===== config.mk =====
export PLATFORM = sky130hd
export DESIGN_NAME = pkhm_bucket_op
export DESIGN_NICKNAME = d
export VERILOG_FILES = /design/src/rtl/core/pkhm_pkg.sv /design/src/rtl/core/pkhm_bucket_op.sv
export SDC_FILE = /design/constraint.sdc
export NUM_CORES = 1
export LEC_CHECK = 0
export ABC_CLOCK_PERIOD_IN_PS = 2800
export BUFFER_PORTS_ARGS = -buffer_cell sky130_fd_sc_hd__buf_4
export CAP_MARGIN = 20
export CORE_AREA = 2 2 311 313
export DETAILED_ROUTE_END_ITERATION = 7
export DIE_AREA = 0 0 313 315
export PLACE_DENSITY = 0.32
export SYNTH_ARGS = -nofsm -noshare
export SYNTH_HDL_FRONTEND = slang
export SYNTH_SLANG_ARGS = --single-unit
export TNS_END_PERCENT = 5

===== constraint.sdc =====
create_clock -name vclk -period 2.8
set_input_delay 0 -clock vclk [all_inputs]
set_output_delay 0 -clock vclk [all_outputs]
set_load 0.05 [all_outputs]

===== src/rtl/core/pkhm_pkg.sv =====
// ----------------------------------------------------------------------------
// pkhm_pkg
// types and codes shared by the pid map modules
// ----------------------------------------------------------------------------
package pkhm_pkg;

	localparam int KEY_W  = 16;
	localparam int WORD_W = 32;

	localparam logic [31:0] HASH_MULT = 32'd2654435761;

	// opcodes
	localparam logic [1:0] OP_INSERT = 2'd0;
	localparam logic [1:0] OP_LOOKUP = 2'd1;
	localparam logic [1:0] OP_REMOVE = 2'd2;

	// status codes
	localparam logic [1:0] ST_OK        = 2'd0;
	localparam logic [1:0] ST_NOT_FOUND = 2'd1;
	localparam logic [1:0] ST_FULL      = 2'd2;

	typedef struct packed {
		logic [KEY_W-1:0]  key;
		logic [WORD_W-1:0] first;
		logic [WORD_W-1:0] second;
	} entry_t;

	localparam int ENTRY_W = $bits(entry_t);

	// outcome of one operation on a bucket
	typedef struct packed {
		logic              wr_en;
		logic [1:0]        status;
		logic [WORD_W-1:0] found_a;
		logic [WORD_W-1:0] found_b;
	} op_result_t;

endpackage


===== src/rtl/core/pkhm_bucket_op.sv =====
// ----------------------------------------------------------------------------
// pkhm_bucket_op
// compares the ways of one bucket and builds the row to write back
// ----------------------------------------------------------------------------
module pkhm_bucket_op #(
	parameter int BUCKET_WAYS = 4,
	parameter int FILL_W      = 3
) (
	input  logic [1:0]                          op,
	input  logic [pkhm_pkg::KEY_W-1:0]          key,
	input  logic [pkhm_pkg::WORD_W-1:0]         data_a,
	input  logic [pkhm_pkg::WORD_W-1:0]         data_b,
	input  logic [FILL_W-1:0]                   rd_fill,
	input  pkhm_pkg::entry_t [BUCKET_WAYS-1:0]  rd_ways,
	output logic [FILL_W-1:0]                   wr_fill,
	output pkhm_pkg::entry_t [BUCKET_WAYS-1:0]  wr_ways,
	output pkhm_pkg::op_result_t                res
);

	localparam int WAY_W = (BUCKET_WAYS > 1) ? $clog2(BUCKET_WAYS) : 1;

	logic             hit;
	logic [WAY_W-1:0] hit_way;
	logic             full;

	// earliest valid way holding the key
	always_comb begin
		hit     = 1'b0;
		hit_way = '0;
		for (int w = BUCKET_WAYS - 1; w >= 0; w--) begin
			if ((FILL_W'(w) < rd_fill) && (rd_ways[w].key == key)) begin
				hit     = 1'b1;
				hit_way = WAY_W'(w);
			end
		end
	end

	assign full = (rd_fill == FILL_W'(BUCKET_WAYS));

	always_comb begin
		wr_ways    = rd_ways;
		wr_fill    = rd_fill;
		res        = '0;
		res.status = pkhm_pkg::ST_NOT_FOUND;
		unique case (op)
			pkhm_pkg::OP_INSERT: begin
				if (full) begin
					res.status = pkhm_pkg::ST_FULL;
				end else begin
					for (int w = 0; w < BUCKET_WAYS; w++) begin
						if (FILL_W'(w) == rd_fill) begin
							wr_ways[w].key    = key;
							wr_ways[w].first  = data_a;
							wr_ways[w].second = data_b;
						end
					end
					wr_fill    = rd_fill + 1'b1;
					res.wr_en  = 1'b1;
					res.status = pkhm_pkg::ST_OK;
				end
			end
			pkhm_pkg::OP_LOOKUP: begin
				if (hit) begin
					res.status  = pkhm_pkg::ST_OK;
					res.found_a = rd_ways[hit_way].first;
					res.found_b = rd_ways[hit_way].second;
				end
			end
			pkhm_pkg::OP_REMOVE: begin
				if (hit) begin
					// close the gap: later ways move down by one
					for (int w = 0; w < BUCKET_WAYS - 1; w++) begin
						if (WAY_W'(w) >= hit_way) begin
							wr_ways[w] = rd_ways[(w + 1 < BUCKET_WAYS) ? w + 1 : w];
						end
					end
					wr_fill    = rd_fill - 1'b1;
					res.wr_en  = 1'b1;
					res.status = pkhm_pkg::ST_OK;
				end
			end
			default: begin
			end
		endcase
	end

endmodule


Word level (Yosys, flattened, before mapping):

Index checks and enable logic that the tools add are counted.

* $add $sub $neg: 2
* muxes and demuxes: 31
* reductions and logical operators: 6
* shifts and indexed selects: 0
* bitwise gates (word level): 0
* divide/modulo/power cells: 0
* equal/unequal tests: 10
* multiply operators: 0
* $lt $le $gt $ge: 8

Operator list (number)
* 80-bit 2-to-1 mux: 8
* 240-bit case mux with 2 select lines: 1
* 320-bit 2-to-1 mux: 1
* 240-bit 2-to-1 mux: 1
* 80-bit binary-select mux with 2-bit select: 1
* 64-bit 2-to-1 mux: 2
* 65-bit 2-to-1 mux: 1
* 16-bit == test: 4
* 2-bit 2-to-1 mux: 5
* 3-bit 2-to-1 mux: 3
* 2-bit by 3-bit == test with 1-bit output (first input constant): 2
* 1-bit by 3-bit less-than comparator with 1-bit output (first input constant): 2
* 2-bit by 3-bit less-than comparator with 1-bit output (first input constant): 2
* 2-bit case mux with 3 select lines: 1
* 3-bit case mux with 2 select lines: 1
* 1-bit 2-to-1 mux: 5
* 1-bit by 2-bit >= comparator with 1-bit output (first input constant): 2
* 1-bit logical AND: 4
* 3-bit by 1-bit adder with 3-bit output (second input constant): 1
* 1-bit by 3-bit == test with 1-bit output (first input constant): 1
* 3-bit == test (second input constant): 1
* 3-bit logical NOT: 1
* 2-bit by 3-bit less-than comparator with 1-bit output (second input constant): 1
* 3-bit by 1-bit subtractor with 3-bit output (second input constant): 1
* 5 further kinds: 5

* latch bits: 0
* output and inout port bits: 390
* bits in registers: 0
* word-level logic and storage cells: 57
* bits in writable memories: 0
* ROM bits: 0
* memories kept: 0

Longest topological paths before layout:

* depth in word-level cells: 10
* mapped depth: 11

Worst setup path after synthesis:

OpenSTA, ideal clock, no wires.

* path kind: input-to-output
* start point: input rd_fill[1]
* end point: output wr_fill[0]
* setup slack: -600 ps
* stages on the path: 9
* path buffers: 1
* arrival: 3400 ps
* cell sequence: inv_1 ha_1 nor2b_1 clkbuf_1 or4_1 nor2_2 nor4_1 a211oi_1 xnor2_1

* longest elaborated chain between the ends: 8
* elaborated cells on any way between the ends: 16

Ends and longest elaborated chain
* start: declaration: RTL line pkhm_bucket_op.sv:13 `input logic [FILL_W-1:0] rd_fill,`
* 2-bit by 3-bit less-than comparator with 1-bit output: RTL line pkhm_bucket_op.sv:31 `if ((FILL_W'(w) < rd_fill) && (rd_ways[w].key == key)) begin`
* 1-bit logical AND: RTL line pkhm_bucket_op.sv:31
* 1-bit 2-to-1 mux (4 in a row): RTL line pkhm_bucket_op.sv:31
* 3-bit 2-to-1 mux: RTL line pkhm_bucket_op.sv:70 `if (hit) begin`
* 3-bit case mux with 2 select lines *: RTL line pkhm_bucket_op.sv:45 `unique case (op)`
* end: declaration: RTL line pkhm_bucket_op.sv:15 `output logic [FILL_W-1:0] wr_fill,`

Mark *: on every way between the ends. The rest lies on a longest branch, timed or not.

==> impl_metrics.env <==
export IMPL_status="finished clean"
export IMPL_post_route_min_period_ps=2790
export IMPL_relSlewSlack=0.535
export IMPL_start_util=0.0910
export IMPL_critPathRequiredTime_ps=2800
export IMPL_routed_via_density=4.29
export IMPL_drive_gt1_frac=0.597
export IMPL_synth_fp_nets=1542
export IMPL_drv_cap=0
export IMPL_hold_class="in2out"
export IMPL_dr_total_vias=13900
export IMPL_yosysUniqueCellTypes=47
export IMPL_antenna_left=0
export IMPL_critical_path_peak_fanout=7
export IMPL_end_kind="output pin"
export IMPL_io_buffer_count=795
export IMPL_worst_pin_slew_ps=698
export IMPL_die_x_um=313
export IMPL_grt_pass1_wl_um=122000
export IMPL_rsz0062_at_grt="true"
export IMPL_track_usage=0.171
export IMPL_avgSynthCellArea_sq_um=7.69
export IMPL_final_setup_viol_count=0
export IMPL_fp_dieH_um=315
export IMPL_cp_startpoint="rd_ways[317]"
export IMPL_critical_path_endpoint="res[15]"
export IMPL_die_area_sq_um=98600
export IMPL_regArea_sq_um=0
export IMPL_fin_nets=2381
export IMPL_core_area_sq_um=95700
export IMPL_hpwlAfterDp_um=73000
export IMPL_seq_area_frac_synth=0
export IMPL_overflow=0
export IMPL_drt_iter0_drc=911
export IMPL_grt_antenna_before_repair=3
export IMPL_final_hold_violation_count=0
export IMPL_drcViolationCount=0
export IMPL_nFillCells=10900
export IMPL_worstPathArrival_ps=2790
export IMPL_gp_congestion=0.942
export IMPL_grt_max_degree=82
export IMPL_avgRoutedWirePerCell_um=28.1
export IMPL_rows=114
export IMPL_synth_area_sq_um=8710
export IMPL_critPathKind="in2out"
export IMPL_seq_cells=0
export IMPL_syn_to_final_growth_pct=105
export IMPL_final_core_util=0.187
export IMPL_period_share=0.997
export IMPL_totalWireLength_um=91300
export IMPL_first_pass_iters=5
export IMPL_cp_start_kind="input port"
export IMPL_final_max_slew_viol_count=0
export IMPL_max_freq_mhz=358
export IMPL_num_clock_buffers=0
export IMPL_synthCells=1132
export IMPL_num_io_pins=795
export IMPL_yosys_warnings=0
export IMPL_first_global_vias=14400
-- synth_stat cells (7+ instances only) --
cell type  number  area share
nand2_1       171       0.074
mux2i_1       128        0.15
clkbuf_1       88       0.038
a221o_1        83       0.095
a22oi_1        81       0.070
a22o_1         80       0.080
and3_1         80       0.057
mux2_2         80        0.10
a21o_1         77       0.066
o22ai_2        60       0.086
xor2_1         49       0.049
buf_2          30       0.017
nor2_1         16      0.0069
xnor2_1        16       0.016
nor4_1         12      0.0086
nand3_1         9      0.0052
buf_12          7       0.016
-- metrics by stage --
| stage | std cells | hold slack [ps] | setup slack, ps | instance area, sq um | TNS, ps |
|---|---|---|---|---|---|
| 3_5_place_dp | 3223 | 357 | -341 | 17200 | -17300 |
| 5_1_grt | 3246 | 378 | -64.4 | 17900 | -664 |
| 2_1_floorplan | 1132 | 296 | -58.1 | 8710 | -196 |
| 3_3_place_gp | 3223 | 362 | -344 | 17200 | -19270 |
| 4_1_cts | 3234 | 357 | -45.1 | 17600 | -250 |
| 6_report | 3247 | 361 | 9.61 | 17900 | 0 |
-- metal layers --
layer,track usage,wire (um),vias to the layer above
li1,-,-,6120
met5,0,9,-
met3,0.0301,5540,62
met4,0.0256,1590,2
met1,0.215,38400,7067
met2,0.310,45700,685
-- worst max-delay path, cell delays in order --
cell	delay, ps
buf_8	110
xor2_4	190
nor4_4	370
nand2_1	130
or4_4	510
a211oi_4	290
buf_12	170
buf_16	140
buf_12	160
buf_8	150
mux2i_2	230
o22ai_2	150
buf_6	180
-- how the worst min path moves through the flow --
stage | startpoint | to | slack, ps | cells after the start
final | rd_ways[58] | wr_ways[58] | 360 | 4
after global routing | rd_ways[8] | wr_ways[8] | 380 | 4
after CTS | rd_ways[58] | wr_ways[58] | 360 | 4
after detailed placement | rd_ways[58] | wr_ways[58] | 360 | 4
after global placement | rd_ways[58] | wr_ways[58] | 360 | 4
after floorplan | data_b[0] | wr_ways[240] | 300 | 1
-- cell families after synthesis --
family                   count (synthesis)  synth area share
buffers and inverters                  142            0.0881
AND/OR/NAND/NOR                        309             0.169
AO/OA/AOI/OAI                          402             0.419
XOR/XNOR                                65            0.0654
multiplexers                           208             0.251
adder cells (fa/ha/maj)                  6           0.00833
-- layout make-up --
cell class / instances / area [sq um] / share of cell area
Antenna cell: 2 / 5.00 / 0.000280
Inverter: 4 / 15.0 / 0.000840
Timing Repair Buffer: 975 / 7950 / 0.445
Tap cell: 1276 / 1600 / 0.0894
Multi-Input combinational cell: 990 / 8300 / 0.465
-- what timing repair did --
| item | in CTS | in global routing |
|---|---|---|
| pin swaps | 12 | 13 |
| hold buffers | 0 | 0 |
| cloned | 1 | 0 |
| hold endpoints to repair | 0 | 0 |
| endpoints found under the setup margin | 105 | 119 |
| setup buffers | 10 | 11 |
| gates resized for setup | 46 | 51 |
-- cell usage in the layout, fill, tap and decap left out, drive strengths merged, types with 9 or more instances in the layout --
master,netlist,final
nand2,171,171
nor2,17,17
o22ai,64,64
mux2,80,80
a22o,80,80
a22oi,81,81
nor4,13,13
a21o,77,77
and3,80,80
xor2,49,49
xnor2,16,16
nand3,9,9
buf,50,974
mux2i,128,128
a221o,83,83
