==> config.mk <==
export PLATFORM = sky130hd
export DESIGN_NAME = pkhm_bucket_ram
export DESIGN_NICKNAME = d
export VERILOG_FILES = /design/src/rtl/core/pkhm_bucket_ram.sv
export SDC_FILE = /design/constraint.sdc
export NUM_CORES = 1
export LEC_CHECK = 0
export BUFFER_PORTS_ARGS = -buffer_cell sky130_fd_sc_hd__buf_2
export CAP_MARGIN = 20
export CORE_AREA = 2 2 97 146
export CTS_CLUSTER_SIZE = 24
export DETAILED_ROUTE_END_ITERATION = 16
export DIE_AREA = 0 0 99 148
export GPL_TIMING_DRIVEN = 0
export PLACE_DENSITY = 0.63
export SLEW_MARGIN = 0
export SYNTH_ARGS = -nofsm -noshare
export SYNTH_HDL_FRONTEND = slang
export SYNTH_SLANG_ARGS = --single-unit
==> constraint.sdc <==
create_clock -name clk -period 1.6 [get_ports clk]
set_input_delay 0.16 -clock clk [delete_from_list [all_inputs] [get_ports clk]]
set_output_delay 0.16 -clock clk [all_outputs]
set_load 0.02 [all_outputs]
==> src/rtl/core/pkhm_bucket_ram.sv <==
// ----------------------------------------------------------------------------
// pkhm_bucket_ram
// one-write one-read synchronous bucket memory, registered read data
// ----------------------------------------------------------------------------
module pkhm_bucket_ram #(
	parameter int DATA_W = 8,
	parameter int DEPTH  = 16,
	parameter int ADDR_W = 4
) (
	input  logic              clk,
	input  logic              we,
	input  logic [ADDR_W-1:0] waddr,
	input  logic [DATA_W-1:0] wdata,
	input  logic              re,
	input  logic [ADDR_W-1:0] raddr,
	output logic [DATA_W-1:0] rdata
);

	logic [DATA_W-1:0] mem_q [DEPTH];
	logic [DATA_W-1:0] rdata_q;

	always_ff @(posedge clk) begin
		if (we) begin
			mem_q[waddr] <= wdata;
		end
		if (re) begin
			rdata_q <= mem_q[raddr];
		end
	end

	assign rdata = rdata_q;

endmodule

; Yosys cells after proc, flatten, opt, wreduce, memory -nomap -nowiden
; Memories as Yosys holds them, arrays and structs flattened. A register that Yosys moved wholly into a read port is not among the register bits.
; Index checks and enable logic that the tools add are counted.
[op_classes]
muxes = 2
[ops]
columns = cell, count
row1 = $mux 1, 2
[word_totals]
reg_bits = 0
ramBits = 128
in_bits = 19
output_inout_bits = 8
mem_count = 1
[memory_table]
columns = memory, depth, word_bits, rd, rd_ports_with_merged_regs, write_ports, line_no
row1 = mem_q, 16, 8, 1, 1, 1, 19  ; logic [DATA_W-1:0] mem_q [DEPTH];

; Depth between registers and ports, before layout
; Gate-level depths: netlist of the first run.
[depth]
depth_word = 2
ltp_mapped = 5

; Worst setup path before layout of the first run
; Ideal clock, no wire load.
[synth_timing]
path_type = in2reg
startpoint = in waddr[2]
endpoint = mem mem_q[0][0] (enable)
setup_ns = 0.383
t_arrival_ns = 1.270
setup_slack_ns = -0.053
stages = 2
path_cell_list = or3b_2 -> nor3_1
[synth_lines]
columns = element, line_no
row1 = "start, declared", 12  ; input logic [ADDR_W-1:0] waddr,
row2 = "end, declared", 19
; Straight into the memory's write port.

==> results of run 1 <==
==> per-layer routing <==
metal / global-route usage / up-vias / part of all wire
met2: 0.253 / 68 / 0.55
met1: 0.180 / 1231 / 0.39
met5: 0 / - / 0
met4: 0.0493 / 0 / 0.015
li1: - / 1073 / -
met3: 0.0463 / 10 / 0.049
==> registers in the layout, summed over array words and instances (netlist names) <==
| name | flops |
|---|---|
| rdata | 8 |
| mem_q | 128 |
==> cell type report <==
type / instances / area [um^2] / share of cell area
plain buffers: 10 / 86.3 / 0.0140
clock buffers: 20 / 437 / 0.0710
clock inverters: 11 / 131 / 0.0214
multi-input cells: 83 / 1070 / 0.174
flip-flops and latches: 136 / 4080 / 0.664
well taps: 162 / 203 / 0.0329
repair buffers: 28 / 140 / 0.0228
==> worst max path at each step <==
| stage | startpoint | to | slack, ns | cells past startpoint |
|---|---|---|---|---|
| 2_1_floorplan | raddr[0] | rdata[1]$_DFFE_PP_ | 0.16 | 5 |
| 6_report | mem_q[2][3]$_DFFE_PP_ | rdata[3]$_DFFE_PP_ | 0.08 | 3 |
| 5_1_grt | mem_q[1][3]$_DFFE_PP_ | rdata[3]$_DFFE_PP_ | 0.04 | 3 |
| 3_5_place_dp | waddr[2] | mem_q[2][3]$_DFFE_PP_ | -0.27 | 3 |
| 4_1_cts | mem_q[2][3]$_DFFE_PP_ | rdata[3]$_DFFE_PP_ | 0.04 | 3 |
| 3_3_place_gp | waddr[2] | mem_q[8][3]$_DFFE_PP_ | -0.38 | 3 |
==> metrics by stage <==
step	hold WS, ns	TNS, ns	util
after floorplan	0.259	0	-
after global placement	0.490	-16.09	0.417
after detailed placement	0.509	-8.50	0.418
after CTS	0.0773	0	0.461
after global routing	0.0818	0	0.461
final	0.0871	0	0.461
==> layout by cell type (no fill, tap or decap) <==
cell,n
buf_2,31
nor2b_1,1
buf_6,3
a22oi_2,2
nand3_1,1
clkinvlp_4,2
clkinv_2,3
clkdlybuf4s25_2,3
or3b_2,1
edfxtp_1,136
and2_1,1
nor3_2,1
nor2_1,13
clkbuf_1,3
clkinv_1,3
mux4_1,14
bufinv_16,3
buf_4,1
nor3_1,3
nand2b_1,2
and2b_1,1
mux4_2,18
a22oi_1,14
nand2_1,9
nand3b_1,2
clkbuf_16,17
==> power by group through the flow <==
stage | clock, uW | combinational [uW] | sequential [uW]
global placement | 0 | 394 | 4100
global route | 3960 | 429 | 4040
CTS | 3790 | 405 | 4040
floorplan | 0 | 203 | 4130
detailed placement | 0 | 404 | 4110
finish | 3730 | 401 | 4030
==> critical path, stage by stage (launching register included) <==
cell,delay [ns]
edfxtp_1,0.36
mux4_1,0.57
a22oi_2,0.24
nand2_1,0.10
==> cells by family after synthesis <==
kind of cell	after synthesis
compound gates	16
buf+inv	10
flops	136
mux	32
simple gates	35
==> results_dict.tcl, run 1 <==
set metrics [dict create \
    initial_core_util 0.392 \
    hpwl_mm 6.75 \
    fillCellCount 1063 \
    post_cts_buffers 0 \
    viasPerCell 5.29 \
    synth_nets 248 \
    drt_iter0_drc 201 \
    maxCapViolCount 0 \
    peakVddDrop_uv 631 \
    hold_path_class "in -> reg" \
    routedWlPerCell_um 22.3 \
    cts_resized 0 \
    crit-reg2reg-launch "mem_q[2][3]$_DFFE_PP_" \
    yosysWarningCount 0 \
    io_buffers 25 \
    p_sw_frac 0.194 \
    fmaxAchievable_mhz 657 \
    p_leak_uw 0.00204 \
    die_h_um 148 \
    setup_slack_ns 0.0786 \
    io_pins 27 \
    setup_violations 0 \
    clkPwrFrac 0.457 \
    grt_max_degree 17 \
    num_antenna_cells 0 \
    synth_compound_area_frac 0.0230 \
    cp.required_ns 1.75 \
    hold_violations 0 \
    cp.arrival_ns 1.68 \
    htree_levels 4 \
    r2r_slack_ns 0.08 \
    synth-simple-area-share 0.0314 \
    netlist_top_cells_area "edfxtp_1 (78%), mux4_2 (7.8%), mux4_1 (7.0%)" \
    p_sw_uw 1580 \
    p_per_area_nw_per_um2 1330 \
    synthMuxAreaShare 0.148 \
    num_rows 52 \
    clk_latency_ns 0.41 \
    syn_to_final_growth_pct 17.7 \
    hold_path_depth 1 \
    place_inst 419 \
    yosysMostFrequentCell "edfxtp_1" \
    fp.coreArea_um2 13300 \
    period_minus_slack_ns 1.52 \
    dpl-instance-area_um2 5580 \
    grt_pass1_wl_mm 15.2 \
    synth_commonest_cells "edfxtp_1 (136), mux4_2 (18), a22oi_1 (16)" \
    finalNonFillerCells 450 \
    synthAdderAreaFrac 0 \
    hp-start "re" \
    finalMaxSlewViolations 0 \
    netlist_instances 229 \
    skew_ns 0.00559 \
    cts_inserted_buffers 17 \
    pre_cts_ws_ns -0.274 \
    fin_area_um2 6150 \
    fin_crit_sh 0.951 \
    slew_headroom 0.439 \
    first_pass_iters 4 \
    synth_top_family_by_area "multiplexers" \
    clock-root-buffer "clkbuf_16" \
    synth-edff-count 136 \
    finalPower_uw 8170 \
    synth_cell_type_count 18 \
    drive_gt1_frac 0.295 \
    cts-hold-fix-buffers 0 \
    crit_type "reg -> reg" \
    reg2regPathDepth 3 \
    synth.largest_area_cell "edfxtp_1" \
    async_reset_ff_frac 0 \
    drc 0 \
    syn_area_um2 5230 \
    synth-main-ff-cell "edfxtp_1" \
    grt_antenna_before_repair 0 \
    drt_wl_total_mm 10.1 \
    worstPathMaxFanout 1 \
    gp_congestion 0.746 \
    via_count 2382 \
    rsz0062_at_grt "no" \
    synth_top_area_frac 0.781 \
    yosysSeqAreaShare 0.781 \
    grt_pass1_vias 2456 \
    worstSetupEndpointType "register" \
    layout.nets 295 \
    tightest_slew_ns 0.838 \
    status "completed" \
    comb_power_share 0.049 \
    path_clk_slew_ns 0.06 \
    clock_sinks 136 \
    whs_endpoint "rdata[2]$_DFFE_PP_" \
    synth_xor_area_frac 0 \
    overflow 0 \
    cts_tree "yes" \
    seqPwrFrac 0.494 \
    max-clock-path-buffers 2 \
    crit_path_start_kind "register" \
    antenna_left 0 \
    die_w_um 99 \
    syn_avg_cell_area_um2 22.8 \
    r2r_end "rdata[3]$_DFFE_PP_" \
    p_int_uw 6590 \
    synth_seq_cells 136 \
    track_usage 0.149 \
    die_area_um2 14700 \
]
Power figures use the tool's default switching activity.
==> run 2, diff against run 1 <==
--- a/config.mk
+++ b/config.mk
@@ -12,7 +12,8 @@
 export DETAILED_ROUTE_END_ITERATION = 16
 export DIE_AREA = 0 0 99 148
 export GPL_TIMING_DRIVEN = 0
-export PLACE_DENSITY = 0.63
+export PLACE_DENSITY = 0.53
+export SETUP_SLACK_MARGIN = 0.2
 export SLEW_MARGIN = 0
 export SYNTH_ARGS = -nofsm -noshare
 export SYNTH_HDL_FRONTEND = slang
==> results_dict.tcl, run 2 (synthesis results as in run 1) <==
set metrics [dict create \
    num_rows 52 \
    clock-root-buffer "clkbuf_16" \
    period_minus_slack_ns 1.45 \
    grt_pass1_vias 2570 \
    track_usage 0.154 \
    fp.coreArea_um2 13300 \
    largest_reg_flops 128 \
    max-clock-path-buffers 2 \
    grt_max_degree 17 \
    p_per_area_nw_per_um2 1380 \
    clock_sinks 136 \
    io_buffers 25 \
    fmaxAchievable_mhz 690 \
    fin_crit_sh 0.906 \
    p_leak_uw 0.00203 \
    grt_antenna_before_repair 0 \
    worstPathMaxFanout 1 \
    met1_length_mm 4.12 \
    final_cell_mix "edfxtp_1 (136), mux4_2 (29), buf_2 (28)" \
    crit_path_start_kind "register" \
    drive_gt1_frac 0.372 \
    dr.max_layer_used "met4" \
    cp.arrival_ns 1.61 \
    rsz0062_at_grt "yes" \
    gp_congestion 0.726 \
    pre_cts_ws_ns -0.252 \
    overflow 0 \
    crit_type "reg -> reg" \
    die_h_um 148 \
    die_w_um 99 \
    worstSetupEndpointType "register" \
    via_count 2407 \
    routedWlPerCell_um 22.9 \
    finalPower_uw 8580 \
    io_pins 27 \
    tightest_slew_ns 0.850 \
    grt_pass1_wl_mm 15.5 \
    clk_latency_ns 0.41 \
    drc 0 \
    final_common_cell "edfxtp_1" \
    syn_to_final_growth_pct 19.2 \
    utilization 0.467 \
    wl_met2_mm 5.67 \
    cts_tree "yes" \
    hold_path_class "in -> reg" \
    drt_wl_total_mm 10.3 \
    hold_violations 0 \
    fin_tns_setup_ns 0 \
    maxCapViolCount 0 \
    hpwl_mm 6.94 \
    initial_core_util 0.392 \
    cts_inserted_buffers 17 \
    setup_slack_ns 0.151 \
    viasPerCell 5.35 \
    wl_met3_um 322 \
    finalMaxSlewViolations 0 \
    die_area_um2 14700 \
    htree_levels 4 \
    cp.required_ns 1.76 \
    drt_iter0_drc 156 \
    peakVddDrop_uv 577 \
    slew_headroom 0.431 \
    num_antenna_cells 0 \
    layout.nets 295 \
    first_pass_iters 5 \
    status "completed" \
    skew_ns 0.00367 \
    path_clk_slew_ns 0.06 \
    setup_violations 0 \
    antenna_left 0 \
    largest_register "mem_q" \
]
==> run 2: cell types whose count changed in the layout (fill, tap and decap cells not counted), sizes merged <==
cell      before  now
inv            0    1
clkinv         6    4
bufinv         3    5
clkinvlp       2    4
clkbuf        20   17
==> run 2: worst paths after layout <==
check | start | endpoint | slack, ns | depth (start not counted)
worst min-delay path | re | rdata[4]$_DFFE_PP_ | 0.10 | 1
worst max register to register | mem_q[3][3]$_DFFE_PP_ | rdata[3]$_DFFE_PP_ | 0.15 | 3
worst max-delay path | mem_q[3][3]$_DFFE_PP_ | rdata[3]$_DFFE_PP_ | 0.15 | 3
worst min register to register | mem_q[14][3]$_DFFE_PP_ | rdata[3]$_DFFE_PP_ | 0.77 | 3
==> run 2: final cells by class <==
type                       instances  area, um^2
clock buffer                      17         425
clock inverter                    14         205
multi-input combinational         83        1070
timing repair buffer              28         148
fill                            1086        7110
buffer                            10        97.6
tap                              162         203
sequential                       136        4080
==> run 2: what timing repair did <==
item | 4_1_cts | 5_1_grt
cloned | 0 | 0
endpoints found under the setup margin | 28 | 16
endpoints found under the hold margin | 0 | 0
hold buffers | 0 | 0
resized for setup | 13 | 2
pin swaps | 2 | 1
buffers inserted | 0 | 0
==> run 2: metrics by stage <==
stage	hold slack, ns	area (um^2)	std cells
finish	0.104	6230	450
global placement	0.492	5550	416
global route	0.0801	6230	450
floorplan	0.259	5220	229
CTS	0.0846	6220	450
detailed placement	0.519	5570	419
==> run 2: routing by layer <==
layer / vias up / GRT usage
li1: 1061 / -
met1: 1270 / 0.178
met2: 58 / 0.265
met3: 18 / 0.0459
met4: 0 / 0.0658
met5: - / 0
==> run 2: worst max-delay path: stages (launching register included) <==
cell and delay [ns]:
edfxtp_1 0.36, mux4_2 0.53, a22oi_2 0.22, nand2_1 0.09
==> run 2: power breakdown <==
group / internal (uW) / switching, uW
sequential: 4020 / 16.3
clock: 2740 / 1390
combinational: 169 / 257
total: 6920 / 1660
==> run 3, diff against run 2 <==
--- a/config.mk
+++ b/config.mk
@@ -5,12 +5,13 @@
 export SDC_FILE = /design/constraint.sdc
 export NUM_CORES = 1
 export LEC_CHECK = 0
+export ABC_AREA = 1
 export BUFFER_PORTS_ARGS = -buffer_cell sky130_fd_sc_hd__buf_2
 export CAP_MARGIN = 20
-export CORE_AREA = 2 2 97 146
+export CORE_AREA = 2 2 102 154
 export CTS_CLUSTER_SIZE = 24
 export DETAILED_ROUTE_END_ITERATION = 16
-export DIE_AREA = 0 0 99 148
+export DIE_AREA = 0 0 104 156
 export GPL_TIMING_DRIVEN = 0
 export PLACE_DENSITY = 0.53
 export SETUP_SLACK_MARGIN = 0.2
==> results_dict.tcl, run 3 <==
set metrics [dict create \
    rsz0062_at_grt "no" \
    num_antenna_cells 0 \
    yosysWarningCount 0 \
    dpl-instance-area_um2 6210 \
    synth_top_area_frac 0.698 \
    fp.coreArea_um2 14900 \
    final_common_cell "nand2_1" \
    grt_pass1_wl_mm 21.6 \
    yosysMostFrequentCell "nand2_1" \
    netlist_instances 551 \
    grt_pass1_vias 3811 \
    largest_register "mem_q" \
    path_clk_slew_ns 0.06 \
    via_count 3818 \
    crit_path_start_kind "register" \
    routedWlPerCell_um 17.7 \
    grt_max_degree 17 \
    drt_iter0_drc 251 \
    initial_core_util 0.393 \
    synth_cell_type_count 11 \
    cp.arrival_ns 1.37 \
    peakVddDrop_uv 711 \
    htree_levels 4 \
    num_rows 55 \
    die_h_um 156 \
    drt_wl_total_mm 14.2 \
    syn_area_um2 5850 \
    yosysSeqAreaShare 0.698 \
    io_buffers 23 \
    cts_resized 0 \
    p_per_area_nw_per_um2 1240 \
    slew_headroom 0.440 \
    hold_path_class "in -> reg" \
    track_usage 0.185 \
    hpwl_mm 9.93 \
    first_pass_iters 5 \
    synth-edff-count 136 \
    hold_violations 0 \
    cp.required_ns 1.76 \
    finalMaxSlewViolations 0 \
    drive_gt1_frac 0.129 \
    period_minus_slack_ns 1.21 \
    fin_crit_sh 0.759 \
    crit_chain "inv_1 -> nand2_1 -> nand3_1 -> nand3_1 -> nand3_1 -> nand2_1" \
    clk_latency_ns 0.42 \
    crit_type "reg -> reg" \
    cp_common_cell "nand3_1" \
    worstSetupEndpointType "register" \
    layout.nets 612 \
    gp_congestion 0.959 \
    syn_avg_cell_area_um2 10.6 \
    reg2regPathDepth 6 \
    tightest_slew_ns 0.837 \
    largest_reg_flops 128 \
    netlist_top_cells_area "edfxtp_1 (70%), nand2_1 (11%), nand3_1 (8.3%)" \
    synth_commonest_cells "nand2_1 (173), edfxtp_1 (136), inv_1 (100)" \
    viasPerCell 4.75 \
    hold_path_depth 1 \
    maxCapViolCount 0 \
    skew_ns 0.00811 \
    finalNonFillerCells 804 \
    clock_sinks 136 \
    final_cell_mix "nand2_1 (173), edfxtp_1 (136), inv_1 (100)" \
    max_stage_delay_ns 0.36 \
    synth_nets 570 \
    clock-root-buffer "clkbuf_16" \
    die_w_um 104 \
    place_inst 773 \
    timing.hold.ws_ns 0.0775 \
    cts_tree "yes" \
    worstPathMaxFanout 1 \
    cts_inserted_buffers 17 \
    synth-main-ff-cell "edfxtp_1" \
    cts-hold-fix-buffers 0 \
    die_area_um2 16200 \
    status "completed" \
    post_cts_buffers 0 \
    overflow 0 \
    async_reset_ff_frac 0 \
    antenna_left 0 \
    fin_area_um2 6800 \
    drc 0 \
    syn_to_final_growth_pct 16.2 \
    fmaxAchievable_mhz 824 \
    max-clock-path-buffers 2 \
    synth_seq_cells 136 \
    utilization 0.457 \
    p_leak_uw 0.00291 \
    setup_violations 0 \
    synth.largest_area_cell "edfxtp_1" \
    io_pins 27 \
    critPathSlowestCell "edfxtp_1" \
    grt_antenna_before_repair 0 \
    fin_tns_setup_ns 0 \
]
==> run 3: area by class of cell <==
cell class / count / area [um^2]
Tap cell: 199 / 249
Inverter: 102 / 383
Multi-Input combinational cell: 289 / 1210
Sequential cell: 136 / 4080
Clock inverter: 14 / 159
Fill cell: 1420 / 8070
Clock buffer: 17 / 425
Timing Repair Buffer: 23 / 115
Buffer: 24 / 166
==> run 3: cell families (layout without fill, tap and decap cells) <==
family | Yosys count | after routing | share of synthesized area
buffers and inverters | 126 | 180 | 0.0939
AND/OR/NAND/NOR | 289 | 289 | 0.208
flip-flops | 136 | 136 | 0.698
==> run 3: power by group <==
group | switching, uW | leakage [uW] | total (uW) | internal, uW
sequential | 18.0 | 0.00124 | 4030 | 4020
clock | 1410 | 0.000282 | 3830 | 2420
combinational | 388 | 0.00139 | 538 | 150
==> run 3: final timing paths <==
kind                     startpoint            endpoint  slack (ns)
max           mem_q[7][3]$_DFFE_PP_  rdata[3]$_DFFE_PP_        0.39
min                              re  rdata[5]$_DFFE_PP_        0.08
max reg2reg   mem_q[7][3]$_DFFE_PP_  rdata[3]$_DFFE_PP_        0.39
min reg2reg  mem_q[10][6]$_DFFE_PP_  rdata[6]$_DFFE_PP_        0.76
==> run 3: through the flow <==
| stage | setup slack, ns | total power (uW) |
|---|---|---|
| finish | 0.386 | 8410 |
| global placement | -0.00239 | 4640 |
| detailed placement | -0.0584 | 4650 |
| CTS | 0.362 | 8460 |
| floorplan | 0.489 | 4410 |
| global route | 0.329 | 8670 |
==> run 3: layer usage <==
| metal | track usage | vias up | part of all wire |
|---|---|---|---|
| met1 | 0.213 | 1807 | 0.39 |
| met2 | 0.324 | 113 | 0.52 |
| met4 | 0.110 | 0 | 0.048 |
| met5 | 0 | - | 0 |
| met3 | 0.0313 | 29 | 0.040 |
| li1 | - | 1869 | - |
==> run 3: critical path: cells and delay by family, from the launching register on <==
family | cells | cell delay, ns
DFF | 1 | 0.36
and+or+nand+nor | 5 | 0.54
buffers and inverters | 1 | 0.06
